<file path="config.mk">
export PLATFORM = sky130hd
export DESIGN_NAME = kdr_merge
export DESIGN_NICKNAME = d
export VERILOG_FILES = /design/src/hw/rtl/kdr_pkg.sv /design/src/hw/rtl/kdr_merge.sv
export SDC_FILE = /design/constraint.sdc
export NUM_CORES = 1
export LEC_CHECK = 0
export BUFFER_PORTS_ARGS = -buffer_cell sky130_fd_sc_hd__buf_2
export CAP_MARGIN = 25
export CORE_AREA = 2 2 39 41
export DETAILED_ROUTE_END_ITERATION = 8
export DIE_AREA = 0 0 41 43
export GPL_ROUTABILITY_DRIVEN = 0
export PLACE_DENSITY = 0.8
export SYNTH_ARGS = -nofsm -noshare
export SYNTH_HDL_FRONTEND = slang
export SYNTH_SLANG_ARGS = --single-unit
</file>
<file path="constraint.sdc">
create_clock -name vclk -period 3.25
set_input_delay 0.65 -clock vclk [all_inputs]
set_output_delay 0.65 -clock vclk [all_outputs]
set_load 0.02 [all_outputs]
</file>
<file path="src/hw/rtl/kdr_pkg.sv">
package kdr_pkg;

    localparam int ROW_COUNT   = 4;
    localparam int COL_COUNT   = 3;
    localparam int KEY_COUNT   = ROW_COUNT * COL_COUNT;
    localparam int KEY_IDX_W   = (KEY_COUNT > 1) ? $clog2(KEY_COUNT) : 1;

    localparam int MASK_BITS   = 12;
    localparam int MAP_SIZE    = 12;
    localparam int TIME_W      = 32;
    localparam int CFG_W       = 16;
    localparam int CFG_IDX_W   = 2;
    localparam int KEY_INDEX_W = 4;
    localparam int CODE_W      = 8;

    localparam logic [CODE_W-1:0] REPEAT_FLAG = 8'h80;

    localparam logic [CFG_IDX_W-1:0] CFG_DEBOUNCE = 2'd0;
    localparam logic [CFG_IDX_W-1:0] CFG_HOLD     = 2'd1;
    localparam logic [CFG_IDX_W-1:0] CFG_REPEAT   = 2'd2;

    localparam logic [CFG_W-1:0] DEBOUNCE_RESET = 16'd20;
    localparam logic [CFG_W-1:0] HOLD_RESET     = 16'd500;
    localparam logic [CFG_W-1:0] REPEAT_RESET   = 16'd100;

    typedef enum logic [1:0] {
        EVT_NONE   = 2'd0,
        EVT_PRESS  = 2'd1,
        EVT_REPEAT = 2'd2
    } evt_kind_t;

    typedef struct packed {
        logic              raw_last;
        logic              stable_pressed;
        logic              hold_done;
        logic [TIME_W-1:0] change_stamp;
        logic [TIME_W-1:0] press_stamp;
        logic [TIME_W-1:0] repeat_stamp;
    } key_state_t;

    typedef struct packed {
        logic [CFG_W-1:0] debounce_time;
        logic [CFG_W-1:0] hold_time;
        logic [CFG_W-1:0] repeat_time;
    } cfg_t;

    typedef struct packed {
        logic                 hit;
        evt_kind_t            kind;
        logic [KEY_IDX_W-1:0] index;
    } pick_t;

    // ASCII character printed on each key, row by row
    function automatic logic [CODE_W-1:0] code_of(input logic [KEY_IDX_W-1:0] k);
        logic [CODE_W-1:0] c;
        unique case (int'(k))
            0:       c = 8'h31;
            1:       c = 8'h32;
            2:       c = 8'h33;
            3:       c = 8'h34;
            4:       c = 8'h35;
            5:       c = 8'h36;
            6:       c = 8'h37;
            7:       c = 8'h38;
            8:       c = 8'h39;
            9:       c = 8'h2A;
            10:      c = 8'h30;
            11:      c = 8'h23;
            default: c = 8'h00;
        endcase
        return c;
    endfunction

endpackage

</file>
<file path="src/hw/rtl/kdr_merge.sv">
module kdr_merge (
    input  kdr_pkg::evt_kind_t             evt [kdr_pkg::KEY_COUNT],
    output logic [kdr_pkg::KEY_COUNT-1:0]  commit,
    output kdr_pkg::pick_t                 pick
);
    import kdr_pkg::*;

    // first key with an event wins; keys after it keep their old state
    always_comb begin
        logic found;
        found  = 1'b0;
        pick   = '0;
        commit = '0;
        for (int k = 0; k < KEY_COUNT; k++) begin
            commit[k] = !found;
            if (!found && evt[k] != EVT_NONE) begin
                pick.hit   = 1'b1;
                pick.kind  = evt[k];
                pick.index = KEY_IDX_W'(k);
                found      = 1'b1;
            end
        end
    end

endmodule

</file>
# Word-level counts from Yosys, hierarchy flattened
# Cells that the tools add are included.
[op_classes] addsub=0 multipliers=0 n_div=0 magnitude_cmp=0 eq_ne=0 n_shift=0 muxes=23 n_bitwise=0 n_reduce_logical=34
[ops] cell="7-bit two-way mux" n=12
[ops] cell="2-bit nonzero test" n=12
[ops] cell="1-bit logical AND" n=11
[ops] cell="1-bit logical NOT" n=11
[ops] cell="1-bit two-way mux" n=11
[word_totals] reg_bits=0 latch_bits=0 mem_bits_rw=0 rom_bits=0 inputBits=24 mem_count=0

# Longest topological paths before layout
[depth] depth_word=35 ltp_mapped=7

# Worst setup path after synthesis
# Ideal clock, no wire load.
[synth_path] path_kind="input to output" start="input port evt[22] (netlist bit)" end="output port commit[7] (netlist bit)" arrival_time_ns=2.532 required_ns=2.600 slack_ns=0.068 stages=7 cell_sequence="nor2_1 -> nand2_1 -> inv_1 -> nand2_2 -> nor3_4 -> nor3b_2 -> and3_1"
[synth_between] elab_chain_cells=21
[synth_rtl] item="start: declaration" line_no="kdr_merge.sv:2" rtl="input kdr_pkg::evt_kind_t evt [kdr_pkg::KEY_COUNT],"
[synth_rtl] item="2-bit nonzero test (*)" line_no="kdr_merge.sv:16" rtl="if (!found && evt[k] != EVT_NONE) begin"
[synth_rtl] item="1-bit two-way mux (*)" line_no="kdr_merge.sv:16"
[synth_rtl] item="1-bit logical NOT" line_no="kdr_merge.sv:16"
[synth_rtl] item="1-bit logical AND" line_no="kdr_merge.sv:16"
[synth_rtl] item="1-bit two-way mux (*)" line_no="kdr_merge.sv:16"
[synth_rtl] item="1-bit logical NOT (*)"
[synth_rtl] item="net commit (one bit)" line_no="kdr_merge.sv:3" rtl="output logic [kdr_pkg::KEY_COUNT-1:0] commit,"
[synth_rtl] item="1-bit logical AND (*)" line_no="kdr_merge.sv:16"
[synth_rtl] item="[... 8 more ...]"
[synth_rtl] item="net commit (one bit)" line_no="kdr_merge.sv:3"
[synth_rtl] item="1-bit logical AND (*)" line_no="kdr_merge.sv:16"
[synth_rtl] item="1-bit two-way mux (*)" line_no="kdr_merge.sv:16"
[synth_rtl] item="1-bit logical NOT (*)" line_no="kdr_merge.sv:16"
[synth_rtl] item="net commit (one bit)" line_no="kdr_merge.sv:3"
[synth_rtl] item="1-bit logical AND (*)" line_no="kdr_merge.sv:16"
[synth_rtl] item="1-bit two-way mux (*)" line_no="kdr_merge.sv:16"
[synth_rtl] item="1-bit logical NOT (*)" line_no="kdr_merge.sv:15" rtl="commit[k] = !found;"
[synth_rtl] item="end: declaration" line_no="kdr_merge.sv:3"
# Mark *: on every way through the listed nets, which the timed path passes. The rest lies on a longest branch.

==> flow_summary.toml <==
[finish]
fin_cells = 124
antenna_cells = 0
drive_gt1_frac = 0.454
seq_cell_count = 0
final_net_count = 134
area_growth_syn_to_layout_pct = 54.8
n_clock_buffer = 0
register_area_um2 = 0

[sta]
setup-tns-final_ns = 0
setup_violations = 0
slew-limit-headroom = 0.638
finalMaxSlewViolations = 0
rsz0062_at_grt = "no"
finalCritPeriodShare = 0.861
hold_violations = 0
layout_min_cycle_time_ns = 2.80
worst_slew_pin_slew_ns = 0.538
fmaxAchievable_mhz = 357

[power_and_ir_drop]
p_total_mw = 0.0565
p_comb_frac = 1.000
leakage_nw = 0.363
p_sw_mw = 0.0339
p_int_mw = 0.0226
vdd_drop_max_v = 0.0000335
pwr-share-clk = 0
p_per_area_nw_per_um2 = 89.8
seq_power_share = 0
swShare = 0.600

[placement]
io_buffers = 42
placed_cells = 124
dp_hpwl_mm = 1.22

[grt]
use_met3 = 0.0105
grt_max_degree = 6
antenna_found_initial = 0
gr-total-overflow = 0
grt_pass1_vias = 543
grt_pass1_wl_mm = 2.14
top_usage_layer = "met2"
grtUsageTotal = 0.161
grt_use_met1 = 0.206
grt_use_met2 = 0.288

[synth]
synth_area_leader_cell = "a21oi_1"
ys_seq_area_frac = 0
yosysWarnings = 0
synthDistinctLibCells = 26
syn-num-nets = 91
avgSynthCellArea_um2 = 6.07
netlist_instances = 67
synth.top_cells.by_area = "a21oi_1 8.6%, o21ai_0 8.6%, inv_1 8.3%"
synthesis.area_um2 = 407
netlist.area_leader.share = 0.0862

[setup_path]
crit_path_start_kind = "primary input"
required_ns = 2.60
worstSetupPathType = "primary input to output port"
path_max_fanout = 5
crit_arrival_ns = 2.15
cp-end-kind = "output port"

[floorplan]
die-area_um2 = 1760
die_w_um = 41
core_um2 = 1380
rows = 14
die_h_um = 43
start_util = 0.294
io_pins = 43

[worst_hold_path]
min_path_type = "primary input to output port"

[routing]
drtAntennaViolNets = 0
drtIter0Drc = 10
via_per_inst = 5.13
vias = 636
firstDrtPassIters = 4
drc_errors = 0
routed_wl_mm = 1.40
post_drt_wl_per_cell_um = 11.3

[run_status]
status = "finished, final reports clean"

[job]
cap_violations = 0

[clocking]
ctsResizeCount = 0
hold_buffers = 0
post_cts_buffers = 0
## worst paths after layout
check | start | end | slack [ns] | depth (start not counted)
max | evt[10] | pick[0] | 0.45 | 7
min | evt[6] | commit[9] | 1.62 | 3
## worst max-delay path: stages
cell and delay [ns]:
buf_2 0.12, nor4_1 0.51, nand4_2 0.24, nor3_2 0.24, o21ai_0 0.12, nand4_1 0.11
buf_2 0.17
## cells in the final DEF, fill, tap and decap left out, types with 2 or more instances in the layout
cell / Yosys / final
nand4_1: 3 / 3
nor4_1: 2 / 2
o21ai_0: 7 / 7
a221oi_1: 2 / 2
buf_2: 0 / 42
inv_1: 9 / 9
nor3_1: 3 / 3
nor2b_1: 2 / 2
o21bai_1: 4 / 4
nand2_1: 7 / 7
nor2_1: 6 / 6
a21oi_1: 7 / 7
## power groups by stage
stage          Combinational (mW)  Sequential [mW]  Clock, mW
3_3_place_gp               0.0550                0          0
2_1_floorplan              0.0246                0          0
5_1_grt                    0.0627                0          0
3_5_place_dp               0.0561                0          0
4_1_cts                    0.0563                0          0
6_report                   0.0565                0          0
## logic make-up (layout without fill, tap and decap cells)
kind of cell,count (synthesis),count (layout),synth area share
AOI/OAI and AO/OA,23,23,0.348
buffers and inverters,10,51,0.102
and+or+nand+nor,33,33,0.542
other,1,1,0.00922
## metrics by stage
stage               instance area, um^2  setup slack (ns)   util  hold WS, ns
floorplan                           407            0.0684      -         1.34
detailed placement                  629             0.511  0.455         1.61
CTS                                 629             0.489  0.455         1.61
global route                        629             0.239  0.455         1.63
finish                              629             0.452  0.455         1.62
global placement                    629             0.526  0.455         1.61
## final cells by class
class                           count  area (um^2)
Fill cell                         152          754
Multi-Input combinational cell     57          365
Inverter                            9         33.8
Tap cell                           16         20.0
Timing Repair Buffer               42          210
## synthesized netlist by cell type, drive strengths merged
master and instances:
a32oi 1, nand4 4, nor2 6, nor3 5
a21oi 7, conb 1, nor4 4, and2b 1
and3 1, a221oi 2, o21ai 7, nand2 8
buf 1, nor3b 1, or4 1, o21bai 4
inv 9, nor2b 2, o31ai 1, a21o 1
## routing by layer
metal  wire length [um]  share of wire  vias up
met5                  0              0        -
met4                 10         0.0071        0
met3                 95          0.068        2
met2                722           0.52       20
met1                571           0.41      283
li1                   -              -      331
Power figures use the tool's default switching activity.
