==> config.mk <==
export PLATFORM = sky130hd
export DESIGN_NAME = kdr_lane
export DESIGN_NICKNAME = d
export VERILOG_FILES = /design/src/hw/rtl/kdr_pkg.sv /design/src/hw/rtl/kdr_lane.sv
export SDC_FILE = /design/constraint.sdc
export NUM_CORES = 1
export LEC_CHECK = 0
export ABC_AREA = 1
export BUFFER_PORTS_ARGS = -buffer_cell sky130_fd_sc_hd__buf_4
export CORE_ASPECT_RATIO = 1.5
export CORE_UTILIZATION = 30
export DETAILED_ROUTE_END_ITERATION = 10
export PLACE_DENSITY_LB_ADDON = 0.08
export SLEW_MARGIN = 10
export SYNTH_ARGS = -nofsm -noshare
export SYNTH_HDL_FRONTEND = slang
export SYNTH_SLANG_ARGS = --single-unit
export TNS_END_PERCENT = 100
==> constraint.sdc <==
create_clock -name vclk -period 11.5
set_input_delay 2.3 -clock vclk [all_inputs]
set_output_delay 2.3 -clock vclk [all_outputs]
set_load 0.02 [all_outputs]
==> src/hw/rtl/kdr_pkg.sv <==
package kdr_pkg;

    localparam int ROW_COUNT   = 4;
    localparam int COL_COUNT   = 3;
    localparam int KEY_COUNT   = ROW_COUNT * COL_COUNT;
    localparam int KEY_IDX_W   = (KEY_COUNT > 1) ? $clog2(KEY_COUNT) : 1;

    localparam int MASK_BITS   = 12;
    localparam int MAP_SIZE    = 12;
    localparam int TIME_W      = 32;
    localparam int CFG_W       = 16;
    localparam int CFG_IDX_W   = 2;
    localparam int KEY_INDEX_W = 4;
    localparam int CODE_W      = 8;

    localparam logic [CODE_W-1:0] REPEAT_FLAG = 8'h80;

    localparam logic [CFG_IDX_W-1:0] CFG_DEBOUNCE = 2'd0;
    localparam logic [CFG_IDX_W-1:0] CFG_HOLD     = 2'd1;
    localparam logic [CFG_IDX_W-1:0] CFG_REPEAT   = 2'd2;

    localparam logic [CFG_W-1:0] DEBOUNCE_RESET = 16'd20;
    localparam logic [CFG_W-1:0] HOLD_RESET     = 16'd500;
    localparam logic [CFG_W-1:0] REPEAT_RESET   = 16'd100;

    typedef enum logic [1:0] {
        EVT_NONE   = 2'd0,
        EVT_PRESS  = 2'd1,
        EVT_REPEAT = 2'd2
    } evt_kind_t;

    typedef struct packed {
        logic              raw_last;
        logic              stable_pressed;
        logic              hold_done;
        logic [TIME_W-1:0] change_stamp;
        logic [TIME_W-1:0] press_stamp;
        logic [TIME_W-1:0] repeat_stamp;
    } key_state_t;

    typedef struct packed {
        logic [CFG_W-1:0] debounce_time;
        logic [CFG_W-1:0] hold_time;
        logic [CFG_W-1:0] repeat_time;
    } cfg_t;

    typedef struct packed {
        logic                 hit;
        evt_kind_t            kind;
        logic [KEY_IDX_W-1:0] index;
    } pick_t;

    // ASCII character printed on each key, row by row
    function automatic logic [CODE_W-1:0] code_of(input logic [KEY_IDX_W-1:0] k);
        logic [CODE_W-1:0] c;
        unique case (int'(k))
            0:       c = 8'h31;
            1:       c = 8'h32;
            2:       c = 8'h33;
            3:       c = 8'h34;
            4:       c = 8'h35;
            5:       c = 8'h36;
            6:       c = 8'h37;
            7:       c = 8'h38;
            8:       c = 8'h39;
            9:       c = 8'h2A;
            10:      c = 8'h30;
            11:      c = 8'h23;
            default: c = 8'h00;
        endcase
        return c;
    endfunction

endpackage

==> src/hw/rtl/kdr_lane.sv <==
module kdr_lane (
    input  logic                      raw,
    input  logic [31:0]               now,
    input  kdr_pkg::cfg_t             cfg,
    input  kdr_pkg::key_state_t       cur,
    output kdr_pkg::key_state_t       nxt,
    output kdr_pkg::evt_kind_t        evt
);
    import kdr_pkg::*;

    logic [TIME_W-1:0] chg_stamp;
    logic [TIME_W-1:0] age_chg;
    logic [TIME_W-1:0] age_press;
    logic [TIME_W-1:0] age_rep;

    // restart the debounce window on any raw edge
    assign chg_stamp = (raw != cur.raw_last) ? now : cur.change_stamp;
    assign age_chg   = now - chg_stamp;
    assign age_press = now - cur.press_stamp;
    assign age_rep   = now - cur.repeat_stamp;

    always_comb begin
        nxt              = cur;
        evt              = EVT_NONE;
        nxt.raw_last     = raw;
        nxt.change_stamp = chg_stamp;
        if (age_chg >= TIME_W'(cfg.debounce_time)) begin
            if (raw != cur.stable_pressed) begin
                nxt.stable_pressed = raw;
                if (raw) begin
                    nxt.press_stamp = now;
                    nxt.hold_done   = 1'b0;
                    evt             = EVT_PRESS;
                end
            end else if (raw) begin
                if (!cur.hold_done && age_press >= TIME_W'(cfg.hold_time)) begin
                    nxt.hold_done    = 1'b1;
                    nxt.repeat_stamp = now;
                    evt              = EVT_REPEAT;
                end else if (cur.hold_done && age_rep >= TIME_W'(cfg.repeat_time)) begin
                    nxt.repeat_stamp = now;
                    evt              = EVT_REPEAT;
                end
            end
        end
    end

endmodule

======== Word level (Yosys, flattened, before mapping) ========
Index checks and enable logic that the tools add are counted.
word-level totals
  bits in registers ....................... 0
  input port bits ......................... 180
  output and inout bits ................... 101
  word-level logic and storage cells ...... 31
operators by class
  add/sub/neg operators ................... 3
  $lt $le $gt $ge ......................... 3
  equal/unequal tests ..................... 2
  muxes and demuxes ....................... 20
  reductions and logical operators ........ 3
operators by type and width
  cell                 count
  $mux W32             7
  $ge A32 B16 Y1       3
  $sub A32 B32 Y32     3
  $mux W64             1
  $mux W2              6
  $mux W1              6
  $logic_and A1 B1 Y1  2
  $ne A1 B1 Y1         2
  $logic_not A1 Y1     1

======== Depth between registers and ports, before layout ========
  depth after elaboration ................. 8
  gate-level depth with buffers ........... 35
  mapped depth without buffers ............ 33

======== Least setup slack after synthesis ========
OpenSTA, ideal clock, no wires.
  path type ............................... input to output
  start ................................... input raw
  end ..................................... output nxt[46] (netlist name)
  arrival ................................. 6436 ps
  required time ........................... 9200 ps
  path slack .............................. 2764 ps
  stages on the path ...................... 31
  buffers on the path ..................... 2
  cell sequence ........................... inv_1 or2_1 nand2_2 inv_1 clkbuf_1 o21ai_0 ha_1 inv_1 fa_1 nand3_1 nand3_2 nand2_1 nand2_1 nand2_1 nand2_2 xor2_1 ha_1 nand2_1 nor2_1 a211oi_1 nand2_1 inv_1 nand2_1 nor2_1 nand3_1 nor2_2 nand2_2 nand2_4 nor2_8 buf_4 o21ai_1
RTL lines
  item             RTL line       source
  start, declared  kdr_lane.sv:2  input logic raw,
  end, declared    kdr_lane.sv:6  output kdr_pkg::key_state_t nxt,

==> flow_summary_export.csv <==
group,metric,value,unit
hold_path,worst_hold_path.num_cells,2,
setup_path,setup.worst_path.class,"in2out",
run_status,status,"finished clean",
cells_and_area,multi_input_comb_area,8350,µm²
cells_and_area,storage_cell_area,0,µm²
placed_design,placement.io_buffers,281,
power_and_ir_drop,ir_worst_vdd,0.0235,mV
clock_tree,postCtsSetupRepairBufs,0,
synthesis,yosys_warnings,0,
detailed_routing,drtIter0Drc,542,
timing,max_freq,0.0981,GHz
flow_run,timing.max_cap.violations,0,
synthesis,synth_nets,2415,
grt,grt_max_degree,64,
detailed_routing,wl_per_cell,16.4,µm
grt,vias_in_the_first_global_route,13042,
grt,initial_antenna_violation_count,1,
synthesis,count_of_mapped_cells_out_of_synthesis,2090,
synthesis,mapped_avg_cell_area,4.96,µm²
grt,grt_overflow,0,
power_and_ir_drop,combPwrFrac,100.0,%
power_and_ir_drop,internal_power,0.298,mW
detailed_routing,remaining_drc_errors,0,
setup_path,critical-path-top-cell-by-count,"nand2_1",
power_and_ir_drop,netSwitchingPower,0.519,mW
timing,period_minus_slack,10.19,ns
timing,fin_setup_tns,0,ns
power_and_ir_drop,total_power_per_unit_cell_area,63.8,nW/µm²
power_and_ir_drop,power_frac_seq,0,%
timing,finalCritPeriodShare,88.6,%
die,die_h,230,µm
die,placeableCoreArea,34200,µm²
setup_path,critPathRequiredTime,9.20,ns
timing,finalHoldViolCount,0,
placed_design,finalWeightedCongestion,0.970,
timing,setup_viol,0,
cells_and_area,synthToLayoutAreaGrowth,23.7,%
power_and_ir_drop,pwr-share-clk,0,%
power_and_ir_drop,power.total,0.817,mW
detailed_routing,drtAntennaViolNets,0,
setup_path,worstSetupEndpointType,"output pin",
setup_path,maximum_net_fanout_on_the_critical_path,34,
placed_design,post-dp-hpwl,41000,µm
hold_path,min_to,"nxt[98]",
clock_tree,holdBufCountCts,0,
synthesis,post_synth_num_cell_types,41,
timing,rsz_0062_raised_after_global_routing,"no",
timing,timing_max_transition_violations_final,0,
timing,tightestPinTransition,0.817,ns
die,fp-row-count,83,
cells_and_area,fillers,3995,
setup_path,critPathSlowestCell,"inv_1",
cells_and_area,num-clock-buffers,0,
cells_and_area,finalNetCount,2676,
synthesis,synthesized_cell_area,10400,µm²
synthesis,synth_seq_area_share,0,%
detailed_routing,route.vias.total,13082,
cells_and_area,insertedDiodeCount,0,
placed_design,dp.cells,2774,
hold_path,holdCritStartpoint,"raw",
hold_path,hold_path_class,"in2out",
grt,grt_pass1_wl,69100,µm
cells_and_area,final-instance-count-excl-fill,2774,
power_and_ir_drop,power_leakage,8.33,nW
die,initial_utilization,30.3,%
setup_path,crit_path_max_incr_delay,0.51,ns
die,fp.dieArea,35300,µm²
timing,headroom_to_the_max_slew_limit,45.5,%
power_and_ir_drop,power.share.switching,63.6,%
detailed_routing,wl,45600,µm
grt,grt_use_total,25.4,%
die,floorplan.die.width,154,µm
clock_tree,cts.repair.resized,0,
cells_and_area,post_route_cells_drive_above_1_share,17.2,%
cells_and_area,flops_and_latches,0,
detailed_routing,avgViaCountPerCell,4.72,
setup_path,element_type_at_the_critical_path_start,"input port",
die,io_pins,281,
detailed_routing,drt_first_pass_iters,5,
setup_path,critPathArrivalTime,7.89,ns
==> power groups by stage <==
stage	sequential (mW)	combinational [mW]	clock (mW)
global route	0	0.916	0
global placement	0	0.812	0
floorplan	0	0.533	0
detailed placement	0	0.818	0
CTS	0	0.821	0
finish	0	0.817	0
==> Yosys cell counts, types with 3 or more instances <==
library cell | number | area share (%)
nand2_1 | 793 | 29
buf_6 | 3 | 0.33
nand3_1 | 118 | 5.7
inv_2 | 10 | 0.36
inv_1 | 475 | 17
ha_1 | 142 | 17
buf_2 | 3 | 0.14
xor2_1 | 42 | 3.6
o21ai_1 | 31 | 1.5
o21bai_1 | 5 | 0.36
o21ai_0 | 43 | 2.1
fa_1 | 3 | 0.58
a211oi_1 | 4 | 0.29
clkinv_1 | 3 | 0.11
buf_4 | 7 | 0.51
and3_1 | 5 | 0.30
clkbuf_1 | 6 | 0.22
nand4_1 | 10 | 0.60
and2_1 | 7 | 0.42
nor2_1 | 149 | 5.4
nand3b_1 | 13 | 0.94
nor2_2 | 15 | 0.91
nor3_2 | 4 | 0.39
buf_12 | 3 | 0.58
a21oi_1 | 78 | 3.8
nor3_1 | 11 | 0.53
o21a_1 | 4 | 0.29
a21o_1 | 3 | 0.22
nand2_2 | 57 | 3.4
or2_2 | 28 | 1.7
==> through the flow <==
| step | utilization [%] | setup slack, ns | hold WS, ns | area, µm² |
|---|---|---|---|---|
| global route | 37.5 | 0.765 | 4.89 | 12800 |
| detailed placement | 37.5 | 1.30 | 4.89 | 12800 |
| floorplan | - | 2.76 | 4.71 | 10400 |
| finish | 37.5 | 1.31 | 4.89 | 12800 |
| CTS | 37.5 | 1.30 | 4.89 | 12800 |
| global placement | 37.5 | 1.39 | 4.88 | 12800 |
==> cells by family after synthesis <==
kind of cell | after synthesis | synth area share (%)
adders and majority gates | 145 | 17.7
xor gates and xnor gates | 44 | 3.72
and+or+nand+nor | 1220 | 50.4
buffers and inverters | 510 | 19.5
AOI/OAI and AO/OA | 171 | 8.73
==> worst max-delay path by stage <==
stage | slack (ns) | endpoint | startpoint
finish | 1.31 | nxt[1] | raw
global route | 0.76 | nxt[1] | raw
CTS | 1.30 | nxt[1] | raw
detailed placement | 1.30 | nxt[1] | raw
global placement | 1.39 | nxt[2] | raw
floorplan | 2.76 | nxt[46] | raw
==> layout make-up <==
type                            count  area share, %
Inverter                          488           14.3
Tap cell                          425           4.15
Timing Repair Buffer              281           16.5
Multi-Input combinational cell   1580           65.1
==> cell usage in the layout (no fill, tap or decap), drive strengths merged <==
| cell | instances |
|---|---|
| nor2 | 166 |
| o21a | 4 |
| a211oi | 4 |
| fa | 3 |
| xor2 | 42 |
| buf | 281 |
| a21oi | 78 |
| nand4 | 10 |
| ha | 142 |
| nand2 | 853 |
| o21bai | 5 |
| or2 | 29 |
| nor3 | 15 |
| and2 | 7 |
| nand3b | 13 |
| inv | 485 |
| and3 | 5 |
| a21boi | 1 |
| o21ai | 75 |
| xnor2 | 2 |
| nor4 | 2 |
| clkinv | 3 |
| o31ai | 1 |
| a21o | 3 |
| nand3 | 120 |
==> layer usage <==
layer  GRT usage [%]  share of wire, %  wire length (µm)
met3            2.02               4.9              2240
met5               0             0.024                11
met2            49.9                51             23300
met4            10.8               4.9              2220
met1            27.2                39             17800
==> critical path: cells and delay by family <==
kind,cells,cell delay (ns)
buffers and inverters,6,0.99
adders and majority gates,2,0.69
xor gates and xnor gates,1,0.30
AOI/OAI and AO/OA,3,0.52
and+or+nand+nor,20,3.02
Power figures use the tool's default switching activity.
